$ cat src/m4vt_pkg.sv
// Shared types, widths and register reset values for the 4x4 matrix-vector transform.
// No dependencies; imported by every module of the block.
`timescale 1ns / 1ps

package m4vt_pkg;

    localparam int unsigned Q_W           = 32;
    localparam int unsigned LANES         = 4;
    localparam int unsigned PROD_W        = 2 * Q_W;
    localparam int unsigned PAIR_W        = PROD_W + 1;
    localparam int unsigned SUM_W         = PROD_W + 2;
    localparam int unsigned NUM_REGS      = 8;
    localparam int unsigned REG_W         = 64;
    localparam int unsigned REG_IDX_W     = $clog2(NUM_REGS);
    localparam int unsigned BYTE_SH       = $clog2(REG_W / 8);
    localparam int unsigned ADDR_W        = REG_IDX_W + BYTE_SH;
    localparam int unsigned FRAC_BITS_DEF = 16;

    // Identity matrix: 1.0 on the diagonal.
    localparam logic [REG_W-1:0] REG_RESET [NUM_REGS] = '{
        64'h0000_0000_0001_0000,
        64'h0000_0000_0000_0000,
        64'h0001_0000_0000_0000,
        64'h0000_0000_0000_0000,
        64'h0000_0000_0000_0000,
        64'h0000_0000_0001_0000,
        64'h0000_0000_0000_0000,
        64'h0001_0000_0000_0000
    };

    localparam logic [Q_W-1:0] Q_MAX = {1'b0, {(Q_W-1){1'b1}}};
    localparam logic [Q_W-1:0] Q_MIN = {1'b1, {(Q_W-1){1'b0}}};

    typedef logic signed [Q_W-1:0] q_t;
    typedef logic [LANES-1:0][Q_W-1:0] quad_t;

    typedef struct packed {
        q_t in_x;
        q_t in_y;
        q_t in_z;
        q_t in_w;
    } vec_t;

    typedef struct packed {
        q_t   out_x;
        q_t   out_y;
        q_t   out_z;
        q_t   out_w;
        logic saturated;
    } res_t;

    // Load enables of the lane pipeline stages.
    typedef struct packed {
        logic s1;
        logic s2;
        logic s3;
    } stage_en_t;

endpackage

$ cat src/m4vt_merge.sv
// Merge stage: packs the four lane results into the output request and ORs the clip flags.
// Depends on m4vt_pkg.
`timescale 1ns / 1ps

module m4vt_merge (
    input  logic                        clk,
    input  logic                        en,
    input  m4vt_pkg::quad_t             lane_result,
    input  logic [m4vt_pkg::LANES-1:0]  lane_clip,
    output m4vt_pkg::res_t              res
);
    import m4vt_pkg::*;

    res_t res_reg;
    res_t res_next;

    always_comb
    begin
        res_next.out_x     = lane_result[0];
        res_next.out_y     = lane_result[1];
        res_next.out_z     = lane_result[2];
        res_next.out_w     = lane_result[3];
        res_next.saturated = |lane_clip;
    end

    always_ff @(posedge clk)
    begin
        if (en)
        begin
            res_reg <= res_next;
        end
    end

    assign res = res_reg;

endmodule

$ cat config.mk
export PLATFORM = sky130hd
export DESIGN_NAME = m4vt_merge
export DESIGN_NICKNAME = d
export VERILOG_FILES = /design/src/m4vt_pkg.sv /design/src/m4vt_merge.sv
export SDC_FILE = /design/constraint.sdc
export NUM_CORES = 1
export LEC_CHECK = 0
export BUFFER_PORTS_ARGS = -buffer_cell sky130_fd_sc_hd__buf_2
export CORE_ASPECT_RATIO = 2
export CORE_UTILIZATION = 29
export CTS_CLUSTER_SIZE = 40
export DETAILED_ROUTE_END_ITERATION = 8
export HOLD_SLACK_MARGIN = 0.12
export SETUP_SLACK_MARGIN = 0.15
export SLEW_MARGIN = 15
export SYNTH_ARGS = -nofsm -noshare
export SYNTH_HDL_FRONTEND = slang
export SYNTH_SLANG_ARGS = --single-unit
$ cat constraint.sdc
create_clock -name clk -period 1.25 [get_ports clk]
set_input_delay 0.0625 -clock clk [delete_from_list [all_inputs] [get_ports clk]]
set_output_delay 0.0625 -clock clk [all_outputs]
set_load 0.01 [all_outputs]
==> results of run 1 <==
kinds of logic after synthesis:
logic type and share of synthesized area [%]:
AND/OR/NAND/NOR 0.193, flip-flops 99.8
metrics by stage:
step,cells,utilization [%]
floorplan,130,-
global placement,548,41.7
detailed placement,548,41.7
cells in the mapped netlist, drive strengths merged:
| library cell | instances |
|---|---|
| edfxtp | 129 |
| or4 | 1 |
==> flow_metrics.py, run 1 <==
metrics = {
    "placement": {
        "placedInstanceArea_sq_um": 5450,
        "dp_hpwl_mm": 7.69,
        "gp_congestion": 0.878,
        "pre_cts_slack_ps": 313,
        "numPortBuffers": 262,
    },
    "floorplan": {
        "die_h_um": 166,
        "dieWidth_um": 83.8,
        "start_util_pct": 29.7,
        "io_pins": 263,
        "rows": 59,
    },
    "outcome": {
        "stop_stage": "4_1_cts",
        "status": "aborted with a tool error",
        "firstError": "[ERROR RSZ-0060] Max buffer count reached.",
    },
    "clock_network": {
        "cts_max_level": 4,
        "post_cts_buffers": 0,
        "clkSinkCount": 129,
        "post_cts_resized": 0,
        "cts_hold_buf": 117,
        "clockBufferDepth": 2,
        "numCtsBuffers": 17,
        "cts-root-buf": "clkbuf_16",
    },
    "synthesis": {
        "synth_top_area_share_pct": 99.8,
        "ys_top_cells_by_area": "edfxtp_1 (100%), or4_1 (0.19%)",
        "yosys_warnings": 0,
        "synth_largest_area_cell": "edfxtp_1",
        "synth_seq_cells": 129,
        "syn_avg_cell_area_sq_um": 29.9,
        "yosys.cell_types.count": 2,
        "syn_inst": 130,
        "synth_nets": 264,
        "netlist_area_sq_um": 3880,
        "yosysSeqAreaShare_pct": 99.8,
    },
}
==> run 2, diff against run 1 <==
- CORE_ASPECT_RATIO: 2 -> default
- CORE_UTILIZATION: 29 -> 20
- CTS_CLUSTER_SIZE: 40 -> default
- HOLD_SLACK_MARGIN: 0.12 -> default
- PLACE_DENSITY_LB_ADDON: default -> 0.15
- SETUP_SLACK_MARGIN: 0.15 -> default
==> run 2 against run 1 <==
Compared with the run above:
- the run now ends clean
- synthesized cell count is the same
- synthesized area stayed put
==> flow_metrics.py, run 2 <==
metrics = {
    "synthesis": {
        "synth_seq_cells": 129,
        "synth_most_common_cell": "edfxtp_1",
        "netlist_area_sq_um": 3880,
        "synth_largest_area_cell": "edfxtp_1",
        "synth_edf_count": 129,
        "synth-main-ff-cell": "edfxtp_1",
        "yosys_warnings": 0,
        "syn_inst": 130,
        "synth_top_area_share_pct": 99.8,
        "synth_nets": 264,
        "ys_top_cells_by_area": "edfxtp_1 (100%), or4_1 (0.19%)",
        "ys_async_sr_fraction_pct": 0,
        "yosysSeqAreaShare_pct": 99.8,
        "syn_avg_cell_area_sq_um": 29.9,
        "yosys.cell_types.count": 2,
        "synthTopCellsByCount": "edfxtp_1 (129), or4_1 (1)",
    },
    "routing": {
        "ant_nets": 0,
        "vias": 2908,
        "first_pass_iters": 3,
        "drt_iter0_drc": 69,
        "wire_per_inst_um": 13.5,
        "drt-vias-per-instance": 3.55,
        "drc_errors": 0,
        "routed_wl_mm": 11.1,
    },
    "final_layout": {
        "final_cells": 820,
        "largest_reg_flops": 129,
        "most-common-layout-cells": "buf_2 (261), dlygate4sd3_1 (133), edfxtp_1 (129)",
        "layout_commonest_cell": "buf_2",
        "layout-drive-gt1-share_pct": 53.0,
        "antenna_cells": 0,
        "finalInstanceArea_sq_um": 7470,
        "layout.nets": 681,
        "area_delta_synth_final_pct": 92.6,
    },
    "setup_path": {
        "endpoint_kind": "register",
        "crit_type": "in -> reg",
        "worstSetupStartpointType": "input port",
        "critPathMaxFanout": 55,
        "slowest_delay_ps": 540,
        "crit_slowest_cell": "dlygate4sd3_1",
        "crit_path_cell_trace": "dlygate4sd3_1, buf_4, buf_12",
        "cp.arrival_ps": 1180,
        "required_ps": 1330,
    },
    "floorplan": {
        "start_util_pct": 20.5,
        "die_area_sq_um": 20000,
        "dieWidth_um": 141,
        "io_pins": 263,
        "rows": 50,
        "core_area_sq_um": 18900,
        "die_h_um": 141,
    },
    "sta": {
        "period_share_pct": 87.4,
        "relSlewSlack_pct": 78.8,
        "hold_viol": 0,
        "slew_viol_final": 0,
        "final.setup.tns_ps": 0,
        "fmax_mhz": 915,
        "rsz0062_at_grt": "false",
        "final-setup-viol-count": 0,
        "post-route-min-period_ps": 1090,
        "worst_pin_slew_ps": 318,
    },
    "power_and_ir_drop": {
        "seq_power_share_pct": 46.7,
        "p_clk_share_pct": 42.9,
        "irDropWorstVdd_mv": 0.849,
        "cellLeakagePower_nw": 3.16,
        "p_sw_mw": 2.59,
        "switching_share_pct": 23.2,
        "p_per_area_nw_per_um2": 1490,
        "p_comb_share_pct": 10.4,
        "p_int_mw": 8.58,
        "total_power_mw": 11.2,
    },
    "clock_network": {
        "numCtsBuffers": 17,
        "clockBufferDepth": 2,
        "cts_tree": "done",
        "cts_max_level": 4,
        "path_clk_slew_ps": 70,
        "cts-root-buf": "clkbuf_16",
        "clkSinkCount": 129,
        "post_cts_buffers": 0,
    },
    "placement": {
        "numPortBuffers": 262,
        "dp.cells": 655,
        "dp_hpwl_mm": 7.54,
        "gp_congestion": 0.705,
        "placedInstanceArea_sq_um": 5570,
    },
    "grt": {
        "antenna_found_initial": 0,
        "grt_usage_pct": 11.1,
        "gr-total-overflow": 0,
        "grt_pass1_vias": 3166,
        "grt_max_degree": 56,
        "grt_pass1_wl_mm": 16.3,
    },
    "outcome": {
        "status": "finished, final reports clean",
    },
    "worst_hold_path": {
        "hold_depth": 2,
        "hold_class": "in -> reg",
    },
    "job": {
        "drv_cap": 0,
    },
}
==> run 2: cell counts after synthesis <==
Identical to the previous run, type by type.
==> run 2: path summary, 6_finish.rpt <==
kind / start / end / slack [ps]
worst max-delay path: en / res[23]$_DFFE_PP_ / 160
worst min-delay path: lane_result[39] / res[72]$_DFFE_PP_ / 350
==> run 2: stage by stage <==
stage,hold slack [ps],setup WS [ps],util (%)
floorplan,161,424,-
detailed placement,241,289,29.5
CTS,329,174,39.6
finish,352,157,39.6
global placement,239,297,29.5
global route,337,137,39.6
==> run 2: timing repair <==
item | 4_1_cts | 5_1_grt
hold buffers | 133 | 0
resized for setup | 0 | 0
endpoints found under the hold margin | 138 | 0
==> run 2: cells by family (layout without fill, tap and decap cells) <==
logic type	count (synthesis)	after routing	share of synthesized area [%]
flip-flops	129	129	99.8
AND/OR/NAND/NOR	1	1	0.193
buffers and inverters	0	430	0
==> run 2: critical path, delay by kind of cell <==
family	cells	cell delay, ps
buf+inv	3	1060
==> run 2: power by group through the flow <==
stage / Clock, mW / Combinational, mW / Sequential (mW)
after floorplan: 0 / 0.000568 / 5.51
after global placement: 0 / 0.851 / 5.31
after detailed placement: 0 / 0.848 / 5.31
after CTS: 4.95 / 1.18 / 5.22
after global routing: 5.13 / 1.25 / 5.25
final: 4.79 / 1.17 / 5.22
==> run 2: area by class of cell <==
type | count | area [sq um]
Tap cell | 260 | 325
Sequential cell | 129 | 3870
Fill cell | 1811 | 11400
Clock buffer | 17 | 425
Timing Repair Buffer | 398 | 2690
Multi-Input combinational cell | 1 | 7.51
Clock inverter | 15 | 149
==> run 2: layer usage <==
layer,vias to the layer above,part of all wire (%),track usage [%]
li1,1376,-,-
met1,1358,39,11.4
met2,158,51,19.6
met3,16,8.6,3.88
met4,0,1.9,6.12
met5,-,0,0
No activity file was read; power rests on OpenSTA's default activity.
==> run 3, diff against run 2 <==
- clock period: 1.25 -> 1 ns (I/O delays scaled with it)
==> run 3 against run 2 <==
Compared with the run above:
- the run now ends with negative hold slack, negative setup slack left
- die area unchanged
- power grew 27%
- routed wire length increased by 1.9%
- worst setup slack worse by 170 ps
- first-iteration DRC count is 71% higher
- global-route usage is 0.24 points higher
- critical path type is now reg -> out
==> flow_metrics.py, run 3 (synthesis gave the netlist of run 2 again) <==
metrics = {
    "outcome": {
        "status": "complete, but fails checks",
        "failed_checks": "negative hold slack, negative setup slack",
    },
    "sta": {
        "rsz0062_at_grt": "true",
        "slew_viol_final": 0,
        "layout_setup_ws_ps": -16.3,
        "relSlewSlack_pct": 78.2,
        "hold_viol": 1,
        "fmax_mhz": 984,
        "worst_pin_slew_ps": 328,
        "period_share_pct": 102,
        "final-setup-viol-count": 1,
        "whs_ps": -96.3,
        "post-route-min-period_ps": 1020,
        "final.setup.tns_ps": -16.3,
    },
    "final_layout": {
        "largest_reg_flops": 129,
        "layout.nets": 679,
        "layout-drive-gt1-share_pct": 53.1,
        "antenna_cells": 0,
        "most-common-layout-cells": "buf_2 (260), dlygate4sd3_1 (129), edfxtp_1 (129)",
        "filler_cell_count": 1799,
        "layout_commonest_cell": "buf_2",
        "area_delta_synth_final_pct": 92.6,
    },
    "routing": {
        "drc_errors": 0,
        "drt-vias-per-instance": 3.56,
        "ant_nets": 0,
        "vias": 2906,
        "drt_iter0_drc": 118,
        "wire_per_inst_um": 13.8,
        "routed_wl_mm": 11.3,
        "first_pass_iters": 4,
    },
    "job": {
        "drv_cap": 0,
    },
    "clock_network": {
        "clkSinkCount": 129,
        "path_clk_slew_ps": 60,
        "cts_max_level": 4,
        "cts_hold_buf": 130,
        "clockBufferDepth": 2,
        "numCtsBuffers": 17,
        "cts_tree": "done",
        "cts-root-buf": "clkbuf_16",
    },
    "grt": {
        "grt_pass1_wl_mm": 16.5,
        "antenna_found_initial": 0,
        "use_met3_pct": 3.64,
        "grt_pass1_vias": 3131,
        "grt_util_met2_pct": 19.4,
        "grt_usage_pct": 11.3,
        "grt_busiest_layer": "met2",
        "gr-total-overflow": 0,
        "use_met1_pct": 12.3,
        "grt_max_degree": 56,
    },
    "power_and_ir_drop": {
        "p_per_area_nw_per_um2": 1900,
        "irDropWorstVdd_mv": 1.08,
        "total_power_mw": 14.2,
        "cellLeakagePower_nw": 3.16,
    },
    "floorplan": {
        "die_area_sq_um": 20000,
        "die_h_um": 141,
        "rows": 50,
        "core_area_sq_um": 18900,
        "io_pins": 263,
        "start_util_pct": 20.5,
        "dieWidth_um": 141,
    },
    "worst_hold_path": {
        "hold_class": "in -> reg",
    },
    "setup_path": {
        "critPathMaxFanout": 1,
        "cp.arrival_ps": 970,
        "crit_type": "reg -> out",
        "slowest_delay_ps": 400,
        "crit_path_cell_trace": "buf_2",
        "critPathTopFamily": "flip-flops",
        "crit_slowest_cell": "edfxtp_1",
        "required_ps": 950,
        "critPathBufInv": 1,
        "worstSetupStartpointType": "register",
        "endpoint_kind": "primary output",
    },
    "placement": {
        "gp_congestion": 0.705,
        "numPortBuffers": 262,
    },
}
run 3: cell count changes in the layout (fill, tap and decap cells not counted), sizes merged:
cell / change
inv: -5
dlygate4sd3: -4
bufinv: +2
clkinvlp: +2
buf: +1
clkbuf: +1
clkinv: -1
dlymetal6s4s: +1
run 3: metrics by stage:
step           util [%]  worst slack, ps  cells  cell area, sq um
2_1_floorplan         -              187    130              3880
3_3_place_gp       29.5             83.4    656              5580
3_5_place_dp       29.5             87.2    656              5580
4_1_cts            39.5            -44.3    817              7470
5_1_grt            39.6            -59.0    817              7480
6_report           39.6            -16.3    817              7480
run 3: routing by layer:
metal  up-vias  part of all wire (%)
met1      1371                    40
met3        13                   7.9
met5         -                     0
met4         0                   1.9
met2       155                    50
li1       1367                     -
run 3: where the power goes:
group          switching [mW]  internal [mW]  leakage [nW]
Sequential              0.101           6.43          1.26
Clock                    2.30           3.91         0.283
Combinational           0.655          0.804          1.61
run 3: path summary, 6_finish.rpt:
path | from | end | cells past startpoint
worst min-delay path | lane_clip[1] | res[0]$_DFFE_PP_ | 2
worst max-delay path | res[22]$_DFFE_PP_ | res[22] | 1
run 3: what timing repair did:
item	4_1_cts	5_1_grt
resized for setup	0	2
setup endpoints to repair	48	108
endpoints found under the hold margin	129	1
pin swaps	0	1
setup buffers	0	0
run 3: final cells by class:
type	instances	area, sq um	area share [%]
repair buffers	396	2680	35.8
multi-input cells	1	7.51	0.100
well taps	260	325	4.35
flip-flops and latches	129	3870	51.8
clock buffers	18	429	5.74
clock inverters	13	163	2.18
